### src/sv/u16550_pkg.sv
// ----------------------------------------------------------------------------
// u16550_pkg
// Shared types and constants of the 16550 register model.
// ----------------------------------------------------------------------------
package u16550_pkg;

    typedef enum logic [1:0] {
        OP_READ    = 2'd0,
        OP_WRITE   = 2'd1,
        OP_RX_CHAR = 2'd2,
        OP_IRQ     = 2'd3
    } op_t;

    typedef enum logic [1:0] {
        ST_OK         = 2'd0,
        ST_BAD_SIZE   = 2'd1,
        ST_MISALIGNED = 2'd2,
        ST_RX_FULL    = 2'd3
    } status_t;

    typedef enum logic [2:0] {
        REG_RBR_THR = 3'd0,
        REG_IER     = 3'd1,
        REG_IIR_FCR = 3'd2,
        REG_LCR     = 3'd3,
        REG_MCR     = 3'd4,
        REG_LSR     = 3'd5,
        REG_MSR     = 3'd6,
        REG_SCR     = 3'd7
    } reg_sel_t;

    // configuration register indexes
    localparam logic CFG_BASE_ADDRESS = 1'b0;
    localparam logic CFG_STRIDE       = 1'b1;

    localparam logic [7:0] LCR_DIV_LATCH = 8'h80;
    localparam logic [7:0] LSR_DR        = 8'h01;
    localparam logic [7:0] LSR_RESET     = 8'h60;
    localparam logic [7:0] IER_RX        = 8'h01;
    localparam logic [7:0] IER_TX        = 8'h02;
    localparam logic [7:0] IIR_NONE      = 8'h01;
    localparam logic [7:0] IIR_THRE      = 8'h02;
    localparam logic [7:0] IIR_RDA       = 8'h04;

    typedef struct packed {
        op_t         op;
        logic [63:0] address;
        logic [3:0]  size_bytes;
        logic [7:0]  write_data;
        logic [7:0]  rx_char;
    } item_t;

    typedef struct packed {
        status_t    status;
        logic [7:0] read_data;
        logic       tx_valid;
        logic [7:0] tx_byte;
        logic       irq_rise;
    } result_t;

endpackage

### src/sv/u16550_core.sv
// ----------------------------------------------------------------------------
// u16550_core
// Register file, bus decode and receive/interrupt logic.
// ----------------------------------------------------------------------------
module u16550_core (
    input  logic                clk,
    input  logic                rst_n,
    input  logic                fire,
    input  u16550_pkg::item_t   item,
    input  logic [63:0]         base_address,
    input  logic                stride_is_eight,
    output u16550_pkg::result_t result
);
    import u16550_pkg::*;

    logic [7:0] rbr_reg, rbr_next;
    logic [7:0] dll_reg, dll_next;
    logic [7:0] dlm_reg, dlm_next;
    logic [7:0] ier_reg, ier_next;
    logic [7:0] fcr_reg, fcr_next;
    logic [7:0] lcr_reg, lcr_next;
    logic [7:0] mcr_reg, mcr_next;
    logic [7:0] scr_reg, scr_next;
    logic       dr_reg, dr_next;
    logic       prev_irq_reg, prev_irq_next;

    logic       size_ok;
    logic       misaligned;
    logic [5:0] offset;
    reg_sel_t   sel;
    logic       dlab;
    logic [7:0] lsr;
    logic [7:0] iir;
    logic       irq;

    // only the low offset bits reach the register number
    assign offset = item.address[5:0] - base_address[5:0];
    assign sel    = reg_sel_t'(stride_is_eight ? offset[5:3] : offset[4:2]);
    assign dlab   = (lcr_reg & LCR_DIV_LATCH) != 8'h00;
    assign lsr    = LSR_RESET | (dr_reg ? LSR_DR : 8'h00);

    assign size_ok = (item.size_bytes == 4'd1) || (item.size_bytes == 4'd2) ||
                     (item.size_bytes == 4'd4) ||
                     ((item.size_bytes == 4'd8) && stride_is_eight);
    assign misaligned = stride_is_eight ? (item.address[2:0] != 3'd0)
                                        : (item.address[1:0] != 2'd0);

    always_comb
    begin
        priority if (((ier_reg & IER_RX) != 8'h00) && dr_reg)
        begin
            iir = IIR_RDA;
        end
        else if ((ier_reg & IER_TX) != 8'h00)
        begin
            iir = IIR_THRE;
        end
        else
        begin
            iir = IIR_NONE;
        end
    end

    assign irq = (iir & IIR_NONE) == 8'h00;

    always_comb
    begin
        rbr_next      = rbr_reg;
        dll_next      = dll_reg;
        dlm_next      = dlm_reg;
        ier_next      = ier_reg;
        fcr_next      = fcr_reg;
        lcr_next      = lcr_reg;
        mcr_next      = mcr_reg;
        scr_next      = scr_reg;
        dr_next       = dr_reg;
        prev_irq_next = prev_irq_reg;
        result        = '0;

        unique case (item.op)
            OP_READ, OP_WRITE:
            begin
                priority if (!size_ok)
                begin
                    result.status = ST_BAD_SIZE;
                end
                else if (misaligned)
                begin
                    result.status = ST_MISALIGNED;
                end
                else if (item.op == OP_READ)
                begin
                    unique case (sel)
                        REG_RBR_THR:
                        begin
                            if (dlab)
                            begin
                                result.read_data = dll_reg;
                            end
                            else
                            begin
                                result.read_data = rbr_reg;
                                dr_next          = 1'b0;
                            end
                        end
                        REG_IER:     result.read_data = dlab ? dlm_reg : ier_reg;
                        REG_IIR_FCR: result.read_data = iir;
                        REG_LCR:     result.read_data = lcr_reg;
                        REG_MCR:     result.read_data = mcr_reg;
                        REG_LSR:     result.read_data = lsr;
                        REG_MSR:     result.read_data = 8'h00;
                        REG_SCR:     result.read_data = scr_reg;
                        default:     result.read_data = 8'h00;
                    endcase
                end
                else
                begin
                    unique case (sel)
                        REG_RBR_THR:
                        begin
                            if (dlab)
                            begin
                                dll_next = item.write_data;
                            end
                            else
                            begin
                                result.tx_valid = 1'b1;
                                result.tx_byte  = item.write_data;
                            end
                        end
                        REG_IER:
                        begin
                            if (dlab)
                            begin
                                dlm_next = item.write_data;
                            end
                            else
                            begin
                                ier_next = item.write_data;
                            end
                        end
                        REG_IIR_FCR: fcr_next = item.write_data;
                        REG_LCR:     lcr_next = item.write_data;
                        REG_MCR:     mcr_next = item.write_data;
                        REG_LSR, REG_MSR: ;  // read-only
                        REG_SCR:     scr_next = item.write_data;
                        default: ;
                    endcase
                end
            end
            OP_RX_CHAR:
            begin
                if (!dr_reg)
                begin
                    rbr_next = item.rx_char;
                    dr_next  = 1'b1;
                end
                else
                begin
                    result.status = ST_RX_FULL;
                end
            end
            OP_IRQ:
            begin
                result.irq_rise = !prev_irq_reg && irq;
                prev_irq_next   = irq;
            end
            default: ;
        endcase
    end

    always_ff @(posedge clk or negedge rst_n)
    begin
        if (!rst_n)
        begin
            rbr_reg      <= '0;
            dll_reg      <= '0;
            dlm_reg      <= '0;
            ier_reg      <= '0;
            fcr_reg      <= '0;
            lcr_reg      <= '0;
            mcr_reg      <= '0;
            scr_reg      <= '0;
            dr_reg       <= 1'b0;
            prev_irq_reg <= 1'b0;
        end
        else if (fire)
        begin
            rbr_reg      <= rbr_next;
            dll_reg      <= dll_next;
            dlm_reg      <= dlm_next;
            ier_reg      <= ier_next;
            fcr_reg      <= fcr_next;
            lcr_reg      <= lcr_next;
            mcr_reg      <= mcr_next;
            scr_reg      <= scr_next;
            dr_reg       <= dr_next;
            prev_irq_reg <= prev_irq_next;
        end
    end

endmodule

### config.mk
export PLATFORM = sky130hd
export DESIGN_NAME = u16550_core
export DESIGN_NICKNAME = d
export VERILOG_FILES = /design/src/sv/u16550_pkg.sv /design/src/sv/u16550_core.sv
export SDC_FILE = /design/constraint.sdc
export NUM_CORES = 1
export LEC_CHECK = 0
export ABC_AREA = 1
export BUFFER_PORTS_ARGS = -buffer_cell sky130_fd_sc_hd__clkbuf_2
export CAP_MARGIN = 20
export CORE_MARGIN = 5
export CORE_UTILIZATION = 50
export DETAILED_ROUTE_END_ITERATION = 7
export GPL_TIMING_DRIVEN = 0
export PLACE_DENSITY_LB_ADDON = 0.3
export SLEW_MARGIN = 20
export SYNTH_ARGS = -nofsm -noshare
export SYNTH_HDL_FRONTEND = slang
export SYNTH_SLANG_ARGS = --single-unit
### constraint.sdc
create_clock -name clk -period 4.9 [get_ports clk]
set_input_delay 0.49 -clock clk [delete_from_list [all_inputs] [get_ports clk]]
set_output_delay 0.49 -clock clk [all_outputs]
set_load 0.05 [all_outputs]
After elaboration in Yosys (flattened, before gate mapping)

Cells that the tools add are included.

$add $sub $neg: 1
Equality and inequality tests: 19
Multiplexer cells: 26
Bitwise operators: 4
Reductions and logical operators: 23

Operator list:

| kind                                           | number |
|---|---|
| one-hot mux 8 bit (8 select lines)             | 1 |
| two-way mux 17 bit                             | 3 |
| two-way mux 8 bit                              | 4 |
| AND reduction 7 bit                            | 4 |
| two-way mux 9 bit                              | 3 |
| AND reduction 6 bit                            | 3 |
| == test 3 bit (second input constant)          | 4 |
| logical NOT 8 bit                              | 1 |
| two-way mux 1 bit                              | 8 |
| two-way mux 2 bit                              | 4 |
| != test 2 bit (second input constant)          | 4 |
| == test 3 x 2 -> 1 bit (second input constant) | 2 |
| subtractor 6 bit                               | 1 |
| == test 2 bit (second input constant)          | 2 |
| == test 4 x 1 -> 1 bit (second input constant) | 1 |
| == test 4 x 2 -> 1 bit (second input constant) | 1 |
| == test 4 x 3 -> 1 bit (second input constant) | 1 |
| == test 4 bit (second input constant)          | 1 |
| NOT 1 bit                                      | 4 |
| one-hot mux 2 bit (2 select lines)             | 1 |
| nonzero test 2 bit                             | 2 |
| == test 3 x 1 -> 1 bit (second input constant) | 1 |
| logical AND 1 bit                              | 3 |
| logical NOT 3 bit                              | 1 |
| other kinds (11)                               | 13 |

Flip-flop bits (word level): 58
Output and inout port bits: 20
Logic and storage cells: 82

Depth between registers and ports, before layout

Gate-level depths: netlist of the first run.

Word-level depth: 8
Gate-level depth with buffers: 16
Mapped depth without buffers: 15

Worst setup path after synthesis of the first run

OpenSTA, ideal clock, no wires.

Kind: input-to-output
Start point: in base_address[3]
End point: out result[11] (netlist name)
Arrival time: 2.648 ns
Data required time: 4.410 ns
Path slack: 1.762 ns
Stages on the path: 12
Path through: inv_1 > ha_1 > a21oi_1 > nand2_1 > nand2_1 > nand3_1 > nand2_4 > nor2_4 > buf_4 > o21ai_0 > nand2_1 > a21oi_1

RTL lines:

| item               | RTL line          | RTL |
|---|---|---|
| start: declaration | u16550_core.sv:10 | `input logic [63:0] base_address,` |
| end: declaration   | u16550_core.sv:12 | `output u16550_pkg::result_t result` |

==> impl_metrics.tcl, run 1 <==
set metrics [dict create \
    synth.ff_latch_count 58 \
    worstPathRequired_ps 4410 \
    wirelength_um 8480 \
    maxSlewViolCount 0 \
    clock-sinks 58 \
    worstMarginPinSlew_ps 512 \
    post-place-ws_ps 1700 \
    syn_area_per_cell_um2 7.67 \
    drtAntennaViolNets 0 \
    rsz0062_at_grt "no" \
    synthCells 446 \
    cts_tree "yes" \
    holdWs_ps 380 \
    start_util_pct 50.9 \
    grt_max_degree 54 \
    num_vias 3174 \
    drive_above_1_share_pct 25.2 \
    endpoint_kind "primary output" \
    cts_resized 0 \
    r2r_start "lcr_reg[7]$_DFFE_PN0P_" \
    dp_cells 583 \
    min_from "item[5]" \
    holdCritPathClass "in2reg" \
    clock_tree.root_cell "clkbuf_8" \
    grt_pass1_wl_um 14500 \
    outcome "complete, no violations" \
    syn-num-nets 604 \
    diodes 0 \
    first_pass_iters 4 \
    hold_depth 2 \
    reg2reg_to "dlm_reg[6]$_DFFE_PN0P_" \
    min_period_over_period_pct 66.0 \
    synth-seq-area-share_pct 42.4 \
    drt_iter0_markers 205 \
    wl_per_cell_um 14.1 \
    clk_latency_ps 340 \
    die_height_um 92.7 \
    cp.arrival_ps 2740 \
    ir_worst_vdd_mv 0.242 \
    grt-ovfl-total 0 \
    critPathLaunchType "input port" \
    clock.fmax_mhz 309 \
    port_buffers 56 \
    io_pins 174 \
    min_to "rbr_reg[5]$_DFFE_PN0P_" \
    fp.coreArea_um2 6720 \
    synth_area_um2 3420 \
    fin_cells 600 \
    ys_types 32 \
    power.leakage_nw 2.13 \
    clk_pin_slew_ps 70 \
    powerDensity_nw_per_um2 313 \
    die_area_um2 8590 \
    r2r_setup_slack_ps 3330 \
    worstSetupPathType "in2out" \
    reg2reg_depth 6 \
    grtUsageTotal_pct 21.2 \
    die_w_um 92.7 \
    setup_slack_ps 1670 \
    htreeDepth 3 \
    via_per_inst 5.29 \
    finClkSkew_ps 6.78 \
    antenna_found_initial 0 \
    critPathMaxFanout 10 \
    nNetsFinal 673 \
    setup_tns_ps 0 \
    place.gp.congestion 0.838 \
    finalCriticalPeriod_ps 3230 \
    cts_buffer_depth 2 \
    numCtsBuffers 9 \
    hpwl_um 6470 \
    setup_viol 0 \
    fp-row-count 30 \
    grt_pass1_vias 3096 \
    drc 0 \
    yosys_warnings 0 \
    maxCapViolations 0 \
    syn_to_final_growth_pct 18.9 \
    hold_viol 0 \
    maxSlewHeadroom_pct 65.8 \
]
==> metal layers <==
metal | GRT usage [%] | share of wire, % | vias to the layer above
li1 | - | - | 1601
met1 | 26.9 | 43 | 1463
met2 | 35.5 | 49 | 91
met3 | 4.79 | 5.7 | 19
met4 | 7.94 | 2.3 | 0
met5 | 0 | 0 | -
==> cells in the mapped netlist (all sizes together) <==
library cell	count	area, µm²
clkbuf	3	11.3
mux2	8	90.1
clkinv	1	3.75
a2111oi	1	8.76
nand4	6	37.5
dfrtp	58	1450
o31ai	1	7.51
nor3	2	10.0
nand3b	1	7.51
a211o	1	8.76
inv	34	128
nor2	58	278
nand3	27	163
xor2	1	8.76
a21oi	7	35.0
or3	1	11.3
o21ai	71	404
ha	4	50.1
nand2	152	618
buf	9	87.6
==> timing repair <==
action | 4_1_cts | 5_1_grt
hold endpoints to repair | 5 | 0
setup buffers | 0 | 0
hold buffers | 1 | 0
==> report_power, final <==
part           leakage, nW  internal (mW)  switching, mW  total, mW
Sequential           0.790          0.512         0.0191      0.531
Combinational         1.23         0.0871          0.158      0.245
Clock                0.109          0.301          0.195      0.495
==> critical path: stages <==
cell and delay (ps):
clkbuf_2 90, ha_1 340, nand2_1 70, nand2_1 90, inv_2 80, nand2_1 70
nand2_1 80, nand3_1 70, nand2_1 190, nand3_2 210, nor2_4 180, buf_4 190
nand2_2 160, nor2_1 130, clkbuf_2 290
==> stage by stage <==
step           util (%)  power (mW)  area [µm²]
2_1_floorplan         -       0.709        3420
3_3_place_gp       56.6       0.773        3800
3_5_place_dp       57.0       0.784        3830
4_1_cts            60.5        1.28        4070
5_1_grt            60.5        1.34        4070
6_report           60.5        1.27        4070
==> cell usage in the layout, fill, tap and decap left out, types with 2 or more instances in the layout <==
master	n
dfrtp_1	58
nand3_1	23
ha_1	4
clkinvlp_4	2
nand2_1	139
nand4_1	6
inv_2	3
clkbuf_2	55
nand2_4	3
bufinv_16	2
clkbuf_8	10
nand2_2	10
buf_6	6
inv_1	31
nor2_1	51
clkbuf_1	3
buf_4	2
nand3_2	3
o21ai_0	22
nor3_1	2
o21ai_1	36
mux2_2	8
nor2_8	2
nor2_4	3
nor2_2	2
a21oi_1	7
o21ai_2	13
==> logic make-up (layout without fill, tap and decap cells) <==
logic type	count (synthesis)	count (layout)	share of synthesized area (%)
buffers and inverters	47	121	6.73
XOR/XNOR	1	1	0.256
AO/OA/AOI/OAI	81	81	13.6
AND/OR/NAND/NOR	247	247	32.9
flip-flops	58	58	42.4
multiplexers	8	8	2.63
adder cells (fa/ha/maj)	4	4	1.46
==> worst max path at each step <==
stage	from	endpoint	slack [ps]	cells after the start
finish	item[22]	result[3]	1670	15
global route	item[22]	result[6]	1410	15
CTS	item[22]	result[3]	1690	15
detailed placement	item[22]	result[3]	1700	15
global placement	item[22]	result[8]	1740	15
floorplan	base_address[3]	result[11]	1760	12
==> layout make-up <==
cell class / count / area, µm²
clock inverters: 6 / 88.8
fillers: 608 / 2650
flip-flops and latches: 58 / 1450
clock buffers: 10 / 138
multi-input cells: 341 / 1740
inverters: 35 / 131
repair buffers: 58 / 320
plain buffers: 12 / 98.8
well taps: 80 / 100
No activity file was read; power rests on OpenSTA's default activity.
==> inputs of run 2 (changes only) <==
CORE_UTILIZATION = 42   (was 50)
clock period = 2.9 ns   (was 4.9 ns; I/O delays follow)
==> impl_metrics.tcl, run 2 (synthesis gave the netlist of run 1 again) <==
set metrics [dict create \
    outcome "complete, no violations" \
    mostFrequentLayoutCell "nand2_1" \
    grtUsageTotal_pct 17.8 \
    htreeDepth 3 \
    grt_pass1_wl_um 14300 \
    finClkSkew_ps 4.09 \
    drtAntennaViolNets 0 \
    dp_cells 608 \
    clock.fmax_mhz 371 \
    reg2reg_depth 6 \
    syn_to_final_growth_pct 20.2 \
    numCtsBuffers 9 \
    maxCapViolations 0 \
    fp-row-count 33 \
    powerDensity_nw_per_um2 519 \
    drive_above_1_share_pct 25.4 \
    place.gp.congestion 0.821 \
    nNetsFinal 673 \
    wl_per_cell_um 13.4 \
    hold_depth 2 \
    endpoint_kind "primary output" \
    antenna_found_initial 0 \
    hold_viol 0 \
    die_area_um2 10000 \
    cts_tree "yes" \
    critPathLaunchType "input port" \
    setup_viol 0 \
    finalCriticalPeriod_ps 2700 \
    clock-sinks 58 \
    drc 0 \
    via_per_inst 5.04 \
    nFillCells 793 \
    cts_buffer_depth 2 \
    clock_tree.root_cell "clkbuf_8" \
    worstSetupPathType "in2out" \
    first_pass_iters 5 \
    critPathMaxFanout 10 \
    final_cell_mix "138 x nand2_1, 58 x dfrtp_1, 51 x nor2_1" \
    port_buffers 56 \
    io_pins 174 \
    ir_worst_vdd_mv 0.307 \
    cp.arrival_ps 2410 \
    holdCritPathClass "in2reg" \
    maxSlewHeadroom_pct 65.2 \
    grt_max_degree 54 \
    clk_latency_ps 340 \
    worstPathRequired_ps 2610 \
    num_vias 3152 \
    die_w_um 100 \
    grt_pass1_vias 3087 \
    rsz0062_at_grt "no" \
    maxSlewViolCount 0 \
    diodes 0 \
    hpwl_um 6460 \
    grt-ovfl-total 0 \
    setup_tns_ps 0 \
    wirelength_um 8360 \
    post_cts_buffers 0 \
    power.leakage_nw 2.13 \
    drt_iter0_markers 189 \
    fin_cells 625 \
    utilization_pct 50.8 \
    post-place-ws_ps 118 \
    fp.coreArea_um2 8090 \
    worstMarginPinSlew_ps 521 \
    clk_pin_slew_ps 70 \
    min_period_over_period_pct 93.0 \
    setup_slack_ps 204 \
    die_height_um 100 \
    power.total_mw 2.14 \
    start_util_pct 42.3 \
]
## run 2: cell count changes in the layout (fill, tap and decap cells not counted), sizes merged
cell / delta
clkbuf: -2
inv: -1
buf: +3
clkinvlp: -1
clkinv: +1
## run 2: per-layer routing
metal | GRT usage, % | part of all wire, % | vias to the layer above | wire length, µm
li1 | - | - | 1607 | -
met1 | 23.7 | 46 | 1460 | 3880
met2 | 28.9 | 47 | 73 | 3960
met3 | 4.24 | 4.9 | 12 | 413
met4 | 5.49 | 1.3 | 0 | 109
met5 | 0 | 0 | - | 0
## run 2: per-stage QoR
step | hold WS (ps) | cell area [µm²]
after floorplan | -5.59 | 3420
after global routing | 170 | 4110
after detailed placement | 143 | 3860
final | 181 | 4110
after global placement | 466 | 3830
after CTS | 171 | 4090
## run 2: path summary, 6_finish.rpt
path                                   startpoint                endpoint  slack (ps)
hold reg to reg            dlm_reg[3]$_DFFE_PN0P_  dlm_reg[3]$_DFFE_PN0P_         480
min in group asynchronous                   rst_n  rbr_reg[2]$_DFFE_PN0P_         330
max in group asynchronous                   rst_n  dlm_reg[3]$_DFFE_PN0P_        2100
setup / recovery                         item[22]               result[2]         200
hold / removal                            item[6]  rbr_reg[6]$_DFFE_PN0P_         180
setup reg to reg           lcr_reg[7]$_DFFE_PN0P_  dlm_reg[6]$_DFFE_PN0P_        1270
## run 2: timing repair
action	in CTS	in global routing
setup endpoints to repair	0	13
hold endpoints to repair	5	0
resized for setup	0	17
hold buffers	1	0
## run 2: power breakdown
| part | switching (mW) | internal [mW] | total [mW] |
|---|---|---|---|
| logic | 0.265 | 0.148 | 0.413 |
| registers | 0.0300 | 0.865 | 0.896 |
| clock network | 0.322 | 0.504 | 0.826 |
| total | 0.618 | 1.52 | 2.14 |
## run 2: worst max-delay path, stage by stage
cell	delay, ps
clkbuf_2	90
ha_1	340
nand2_1	90
nand2_1	80
inv_2	70
nand2_1	60
nand2_1	70
nand3_1	80
nand2_2	140
nand3_2	180
nor2_4	170
buf_4	190
nand2_2	160
nor2_1	120
buf_2	270
## run 2: cell type report
cell class,count,area (µm²),share of cell area [%]
Clock buffer,11,141,3.44
Clock inverter,5,77.6,1.89
Sequential cell,58,1450,35.3
Multi-Input combinational cell,341,1740,42.4
Buffer,12,98.8,2.40
Inverter,35,131,3.20
Timing Repair Buffer,58,335,8.16
Tap cell,105,131,3.20
==> inputs of run 3 (changes only) <==
CORE_ASPECT_RATIO = 1.5   (was not set)
GPL_TIMING_DRIVEN = not set   (was 0)
==> impl_metrics.tcl, run 3 (synthesis gave the netlist of run 1 again) <==
set metrics [dict create \
    outcome "complete, no violations" \
    setup_slack_ps 143 \
    dp_cells 600 \
    wirelength_um 8670 \
    die_height_um 121 \
    start_util_pct 42.7 \
    setup_tns_ps 0 \
    worstPathRequired_ps 2610 \
    drc 0 \
    cp.arrival_ps 2470 \
    critPathLaunchType "input port" \
    internal-power_mw 1.66 \
    powerDensity_nw_per_um2 567 \
    num_vias 3088 \
    cts_tree "yes" \
    min_period_over_period_pct 95.1 \
    hold_viol 0 \
    clock.fmax_mhz 363 \
    via_per_inst 4.99 \
    hpwl_um 6560 \
    post-place-ws_ps 146 \
    mostFrequentLayoutCell "nand2_1" \
    maxSlewViolCount 0 \
    htreeDepth 3 \
    drt_iter0_markers 191 \
    worstSetupPathType "in2out" \
    switching_share_pct 28.1 \
    first_pass_iters 4 \
    diodes 0 \
    grt_pass1_vias 3029 \
    worstMarginPinSlew_ps 876 \
    maxSlewHeadroom_pct 41.6 \
    nNetsFinal 667 \
    hold_buffers 0 \
    wl_per_cell_um 14.0 \
    endpoint_kind "primary output" \
    syn_to_final_growth_pct 19.2 \
    finClkSkew_ps 3.84 \
    clock-sinks 58 \
    power_frac_comb_pct 18.2 \
    fp-row-count 40 \
    power.leakage_nw 2.13 \
    die_area_um2 10100 \
    holdCritPathClass "in2async" \
    ir_worst_vdd_mv 0.334 \
    utilization_pct 50.9 \
    numCtsBuffers 9 \
    grt-ovfl-total 0 \
    drtAntennaViolNets 0 \
    maxCapViolations 0 \
    clk_latency_ps 330 \
    seq_power_share_pct 39.0 \
    switching_power_mw 0.648 \
    clk_pin_slew_ps 50 \
    finalCriticalPeriod_ps 2760 \
    final_cell_mix "138 x nand2_1, 58 x dfrtp_1, 55 x clkbuf_2" \
    port_buffers 57 \
    place.gp.congestion 0.809 \
    critPathMaxFanout 10 \
    io_pins 174 \
    antenna_found_initial 0 \
    fp.coreArea_um2 8010 \
    grt_max_degree 36 \
    fin_cells 619 \
    rsz0062_at_grt "no" \
    drive_above_1_share_pct 24.9 \
    clock_tree.root_cell "clkbuf_16" \
    cts_buffer_depth 2 \
    die_w_um 83.7 \
    setup_viol 0 \
    grtUsageTotal_pct 17.9 \
    pwr-share-clk_pct 42.9 \
    grt_pass1_wl_um 14400 \
]
[run 3: cell count changes in the layout (fill, tap and decap cells not counted)]
cell	delta
a21oi_1	+1
buf_6	-6
buf_4	+5
buf_16	-1
buf_2	-2
dlygate4sd3_1	-1
clkbuf_1	-2
clkinvlp_4	-1
a21oi_2	-1
clkbuf_4	-7
clkbuf_8	-7
clkbuf_2	+9
clkbuf_16	+9
bufinv_16	-2
[run 3: final cells by class]
cell class	count	area, µm²
clock buffer	14	274
clock inverter	2	10.0
fill	806	3930
inverter	35	131
multi-input combinational	341	1740
sequential	58	1450
tap	105	131
timing repair buffer	64	338
[run 3: metal layers]
layer | track usage, % | vias up | part of all wire, %
met5 | 0 | - | 0
met4 | 10.9 | 0 | 3.8
met3 | 2.86 | 19 | 4.1
met2 | 30.9 | 78 | 51
met1 | 20.6 | 1410 | 41
li1 | - | 1581 | -
[run 3: worst max-delay path, cell delays in order]
cell      delay [ps]
clkbuf_2          70
inv_1             30
ha_1             340
a21oi_1          280
nand2_1          110
nand2_1          110
nand3_1          120
nand2_4          210
nor2_4            90
buf_4            160
o21ai_0           70
nand2_1          120
nor2_1           160
clkbuf_2         300
[run 3: power by group through the flow]
stage / clock, mW / combinational (mW) / sequential [mW]
CTS: 1.00 / 0.415 / 0.900
global route: 1.04 / 0.474 / 0.906
global placement: 0 / 0.402 / 0.909
detailed placement: 0 / 0.413 / 0.913
floorplan: 0 / 0.296 / 0.902
finish: 0.990 / 0.420 / 0.900
[run 3: path summary, 6_finish.rpt]
| path | end | start | cells past startpoint | slack (ps) |
|---|---|---|---|---|
| max | result[15] | base_address[3] | 14 | 140 |
| min | rbr_reg[1]$_DFFE_PN0P_ | rst_n | 1 | 70 |
| max reg2reg | dlm_reg[7]$_DFFE_PN0P_ | lcr_reg[7]$_DFFE_PN0P_ | 5 | 1070 |
| min reg2reg | ier_reg[7]$_DFFE_PN0P_ | ier_reg[7]$_DFFE_PN0P_ | 2 | 480 |
| max in group asynchronous | scr_reg[4]$_DFFE_PN0P_ | rst_n | 2 | 1970 |
| min in group clk | rbr_reg[1]$_DFFE_PN0P_ | item[1] | 2 | 190 |
[run 3: through the flow]
| stage | hold WS (ps) | power, mW | area, µm² |
|---|---|---|---|
| CTS | 88.7 | 2.32 | 4050 |
| global route | 159 | 2.42 | 4080 |
| floorplan | -5.59 | 1.20 | 3420 |
| detailed placement | 441 | 1.33 | 3770 |
| global placement | 434 | 1.31 | 3770 |
| finish | 69.8 | 2.31 | 4080 |
[run 3: what timing repair did]
| item | in CTS | in global routing |
|---|---|---|
| setup endpoints to repair | 0 | 5 |
| gates resized for setup | 0 | 3 |
| setup buffers | 0 | 3 |
| endpoints found under the hold margin | 0 | 0 |
